===== config.mk =====
export PLATFORM = sky130hd
export DESIGN_NAME = lstm_div
export DESIGN_NICKNAME = d
export VERILOG_FILES = /design/src/lstm_pkg.sv /design/src/lstm_div.sv
export SDC_FILE = /design/constraint.sdc
export NUM_CORES = 1
export LEC_CHECK = 0
export BUFFER_PORTS_ARGS = -buffer_cell sky130_fd_sc_hd__buf_2
export CORE_MARGIN = 2
export CORE_UTILIZATION = 60
export DETAILED_ROUTE_END_ITERATION = 8
export GPL_TIMING_DRIVEN = 0
export PLACE_DENSITY_LB_ADDON = 0.08
export SLEW_MARGIN = 0
export SYNTH_ARGS = -nofsm -noshare
export SYNTH_HDL_FRONTEND = slang
export SYNTH_SLANG_ARGS = --single-unit

===== constraint.sdc =====
create_clock -name clk_i -period 8.2 [get_ports clk_i]
set_clock_uncertainty 0.15 [all_clocks]
set_input_delay 1.64 -clock clk_i [delete_from_list [all_inputs] [get_ports clk_i]]
set_output_delay 1.64 -clock clk_i [all_outputs]
set_load 0.05 [all_outputs]

===== src/lstm_pkg.sv =====
// Shared types and constants for the latency statistics table.
// Holds the entry layout, command codes and controller states.
// No dependencies.
package lstm_pkg;

  localparam int unsigned SlotW     = 3;
  localparam int unsigned ProbeW    = 6;
  localparam int unsigned SampleW   = 32;
  localparam int unsigned CountW    = 32;
  localparam int unsigned TotalW    = 48;
  localparam int unsigned DropW     = SampleW + 2;
  localparam int unsigned TrimCount = 4;

  localparam int unsigned ThreadSlotsDef   = 8;
  localparam int unsigned ProbesPerSlotDef = 64;

  typedef enum logic [1:0] {
    CMD_RECORD = 2'd0,
    CMD_REPORT = 2'd1,
    CMD_CLEAR  = 2'd2
  } cmd_e;

  typedef enum logic [2:0] {
    ST_CLEAR,
    ST_IDLE,
    ST_UPDATE,
    ST_REPORT,
    ST_TRIM,
    ST_DIVIDE,
    ST_RESULT
  } state_e;

  typedef struct packed {
    logic               valid;
    logic [CountW-1:0]  calls;
    logic [TotalW-1:0]  total;
    logic [SampleW-1:0] max_first;
    logic [SampleW-1:0] max_second;
    logic [SampleW-1:0] min_first;
    logic [SampleW-1:0] min_second;
  } entry_t;

endpackage


===== src/lstm_div.sv =====
// Restoring divider, one quotient bit per cycle, for the trimmed average.
// Depends on lstm_pkg for the total and count widths.
module lstm_div (
  input  logic                           clk_i,
  input  logic                           rst_ni,
  input  logic                           start_i,
  input  logic [lstm_pkg::TotalW-1:0]    dividend_i,
  input  logic [lstm_pkg::CountW-1:0]    divisor_i,
  output logic                           done_o,
  output logic [lstm_pkg::TotalW-1:0]    quotient_o
);

  localparam int unsigned QW   = lstm_pkg::TotalW;
  localparam int unsigned DW   = lstm_pkg::CountW;
  localparam int unsigned CntW = $clog2(QW + 1);

  logic            run_q, run_d;
  logic [CntW-1:0] cnt_q, cnt_d;
  logic [QW-1:0]   quo_q, quo_d;
  logic [DW-1:0]   rem_q, rem_d;
  logic [DW-1:0]   dvs_q, dvs_d;
  logic [DW:0]     shifted;
  logic            ge;

  assign shifted = {rem_q, quo_q[QW-1]};
  assign ge      = shifted >= {1'b0, dvs_q};

  always_comb begin
    run_d = run_q;
    cnt_d = cnt_q;
    quo_d = quo_q;
    rem_d = rem_q;
    dvs_d = dvs_q;
    if (start_i) begin
      run_d = 1'b1;
      cnt_d = CntW'(QW);
      quo_d = dividend_i;
      rem_d = '0;
      dvs_d = divisor_i;
    end else if (run_q) begin
      if (cnt_q != '0) begin
        cnt_d = cnt_q - 1'b1;
        quo_d = {quo_q[QW-2:0], ge};
        rem_d = ge ? DW'(shifted - {1'b0, dvs_q}) : shifted[DW-1:0];
      end else begin
        run_d = 1'b0;
      end
    end
  end

  always_ff @(posedge clk_i or negedge rst_ni) begin
    if (!rst_ni) begin
      run_q <= 1'b0;
      cnt_q <= '0;
    end else begin
      run_q <= run_d;
      cnt_q <= cnt_d;
    end
  end

  always_ff @(posedge clk_i) begin
    quo_q <= quo_d;
    rem_q <= rem_d;
    dvs_q <= dvs_d;
  end

  assign done_o     = run_q && (cnt_q == '0);
  assign quotient_o = quo_q;

endmodule


==> flow_summary.json <==
{
  "ff2ff_setup_slack_ps": 4660,
  "gp_congestion": 0.954,
  "fmax_mhz": 273,
  "fin_crit_sh_pct": 44.7,
  "grt_max_degree": 40,
  "ys_ff_latch": 119,
  "min_path_cells": 2,
  "ys_warn_count": 0,
  "outcome": "finished clean",
  "slew_headroom_pct": 45.4,
  "reg2reg_from": "quotient_o[47]",
  "grt_pass1_wl_um": 27000,
  "die_h_um": 110,
  "grt_overflow": 0,
  "initial_core_util_pct": 61.7,
  "drc": 0,
  "fp.dieArea_sq_um": 12000,
  "power.density_nw_per_um2": 353,
  "rsz0062_at_grt": "false",
  "worst_skew_pair.late_latency_ps": 550,
  "drt_iter0_markers": 392,
  "clockPowerShare_pct": 27.1,
  "setup_viol": 0,
  "fin_cells": 934,
  "synthArstFlopShare_pct": 5.88,
  "critPathMaxFanout": 39,
  "syn_nets": 748,
  "antenna_found_initial": 1,
  "finalHoldViolCount": 0,
  "crit_type": "in2reg",
  "cts.clk_slew.worst_paths_ps": 60,
  "cts_sinks": 119,
  "multiInputGateArea_sq_um": 3200,
  "fin_crit_ps": 3670,
  "syn_to_final_growth_pct": 21.8,
  "holdBufCountCts": 0,
  "grt_usage_pct": 30.3,
  "grt_pass1_vias": 5476,
  "power_leakage_nw": 3.70,
  "seq_area_frac_synth_pct": 47.9,
  "cap_violations": 0,
  "hold_ws_ps": 329,
  "worst_pin_slew_ps": 819,
  "vdd_drop_max_v": 0.000280,
  "boundaryPins": 132,
  "reg2reg_depth": 12,
  "place_ws_ps": 3930,
  "port_buffers": 131,
  "synth_top_area_share_pct": 35.8,
  "antenna_left": 0,
  "synth_edf_count": 80,
  "hp-start": "rem_q[21]",
  "hold_path_end": "rem_q[21]",
  "cts_tree": "built",
  "r2r_end": "rem_q[30]",
  "dp_hpwl_um": 11900,
  "synthCells": 630,
  "clock_path_buffers": 2,
  "pwr-share-comb_pct": 43.0,
  "synthFlopType": "edfxtp_1",
  "yosys.area.top_type": "edfxtp_1",
  "cts_resized": 0,
  "diodes": 0,
  "ys_types": 62,
  "htree_levels": 4,
  "vias": 5529,
  "critPathCaptureType": "flip-flop",
  "seqPwrFrac_pct": 29.9,
  "slew_violations": 0,
  "synthTopCellsByArea": "edfxtp_1 (36%), dfxtp_1 (9.5%), mux2_2 (8.6%)",
  "arrival_ps": 3750,
  "num-nets-final": 899,
  "synth_common_cells": "edfxtp_1 (80), a21oi_1 (53), mux2_2 (51)",
  "regArea_sq_um": 3220,
  "hp-class": "reg2reg",
  "firstDrtPassIters": 5,
  "synth_most_common_cell": "edfxtp_1",
  "fillers": 792,
  "routed_wl_um": 17700,
  "routed_via_density": 5.92,
  "drive_above_1_share_pct": 30.0,
  "fin_tns_setup_ps": 0,
  "cts_buffers": 17,
  "row_count": 38,
  "cp.required_ps": 8280,
  "sw_frac_of_total_pct": 38.7,
  "core-area_sq_um": 10900,
  "syn_area_sq_um": 6710,
  "cts_setup_buffers": 0,
  "die_w_um": 110,
  "wl_per_cell_um": 18.9,
  "synth.avg_cell_area_sq_um": 10.7,
  "start_kind": "primary input",
  "cts_root_buf": "clkbuf_8",
  "fin_ws_ps": 4530,
  "place_inst": 902,
  "power_switching_mw": 1.12,
  "p_int_mw": 1.77
}
## through the flow
step	utilization (%)	area, sq um	total power [mW]
6_report	75.1	8180	2.89
3_5_place_dp	69.5	7570	2.08
2_1_floorplan	-	6710	1.81
3_3_place_gp	69.3	7540	2.05
5_1_grt	75.1	8180	3.04
4_1_cts	75.1	8180	2.87
## worst max-delay path, cell delays in order
cell and delay (ps):
buf_2 620, clkbuf_1 320, inv_1 160, clkbuf_1 350
nand2_2 360, buf_12 270
## flip-flops by register name (all words and copies together), names as in the netlist
name	flops
cnt_q	6
dvs_q	32
quotient_o	48
rem_q	32
run_q	1
## layout by cell type (no fill, tap or decap), drive strengths merged, types with 3 or more instances in the layout
cell    count
mux2       51
or3         4
clkbuf     34
o41ai       3
and3        4
a21o       14
inv        41
xnor2      15
o21bai      6
mux2i       8
bufinv      4
dfrtp       7
nand2b      3
a21oi      56
o21ai      36
xor2       10
a211oi     16
dfxtp      32
a211o       4
nor2b      11
nand4       6
nor3       15
nor4        4
clkinv      5
nor2       49
or2         3
ha         34
a311oi      4
o211ai      3
nand2      37
and2        3
edfxtp     80
buf       147
nand3       6
o211a       6
o21a        7
## power by group through the flow
stage | combinational [mW] | clock [mW] | sequential (mW)
2_1_floorplan | 0.856 | 0 | 0.955
3_3_place_gp | 1.19 | 0 | 0.864
3_5_place_dp | 1.21 | 0 | 0.868
4_1_cts | 1.23 | 0.781 | 0.862
5_1_grt | 1.35 | 0.813 | 0.878
6_report | 1.24 | 0.781 | 0.864
## cell families (layout without fill, tap and decap cells)
kind of cell	after synthesis	count (layout)	synth area share (%)
AOI/OAI and AO/OA	172	172	17.3
and+or+nand+nor	151	151	10.8
adders and majority gates	35	35	6.64
DFF	119	119	47.9
muxes	59	59	9.75
buffers and inverters	69	233	4.36
xor gates and xnor gates	25	25	3.26
## how the worst max path moves through the flow
| stage | startpoint | end | slack (ps) | depth (start not counted) |
|---|---|---|---|---|
| after floorplan | start_i | quotient_o[0] | 4460 | 4 |
| after global placement | start_i | quotient_o[6] | 3030 | 5 |
| after detailed placement | start_i | quotient_o[8] | 3930 | 6 |
| after CTS | start_i | quotient_o[2] | 4480 | 6 |
| after global routing | start_i | quotient_o[2] | 4400 | 6 |
| final | start_i | quotient_o[16] | 4530 | 6 |
## metal layers
layer / global-route usage [%] / share of wire, % / wire (um) / up-vias
li1: - / - / - / 2637
met1: 34.9 / 41 / 7170 / 2633
met2: 52.2 / 49 / 8710 / 216
met3: 10.6 / 7.6 / 1350 / 43
met4: 10.9 / 2.4 / 422 / 0
met5: 0 / 0 / 0 / -
## final cells by class
| cell class | count | area share, % |
|---|---|---|
| sequential | 119 | 39.4 |
| multi-input combinational | 442 | 39.2 |
| inverter | 40 | 1.84 |
| timing repair buffer | 132 | 8.26 |
| tap | 140 | 2.14 |
| clock inverter | 12 | 2.14 |
| buffer | 29 | 1.74 |
| clock buffer | 20 | 5.33 |
Power figures use the tool's default switching activity.
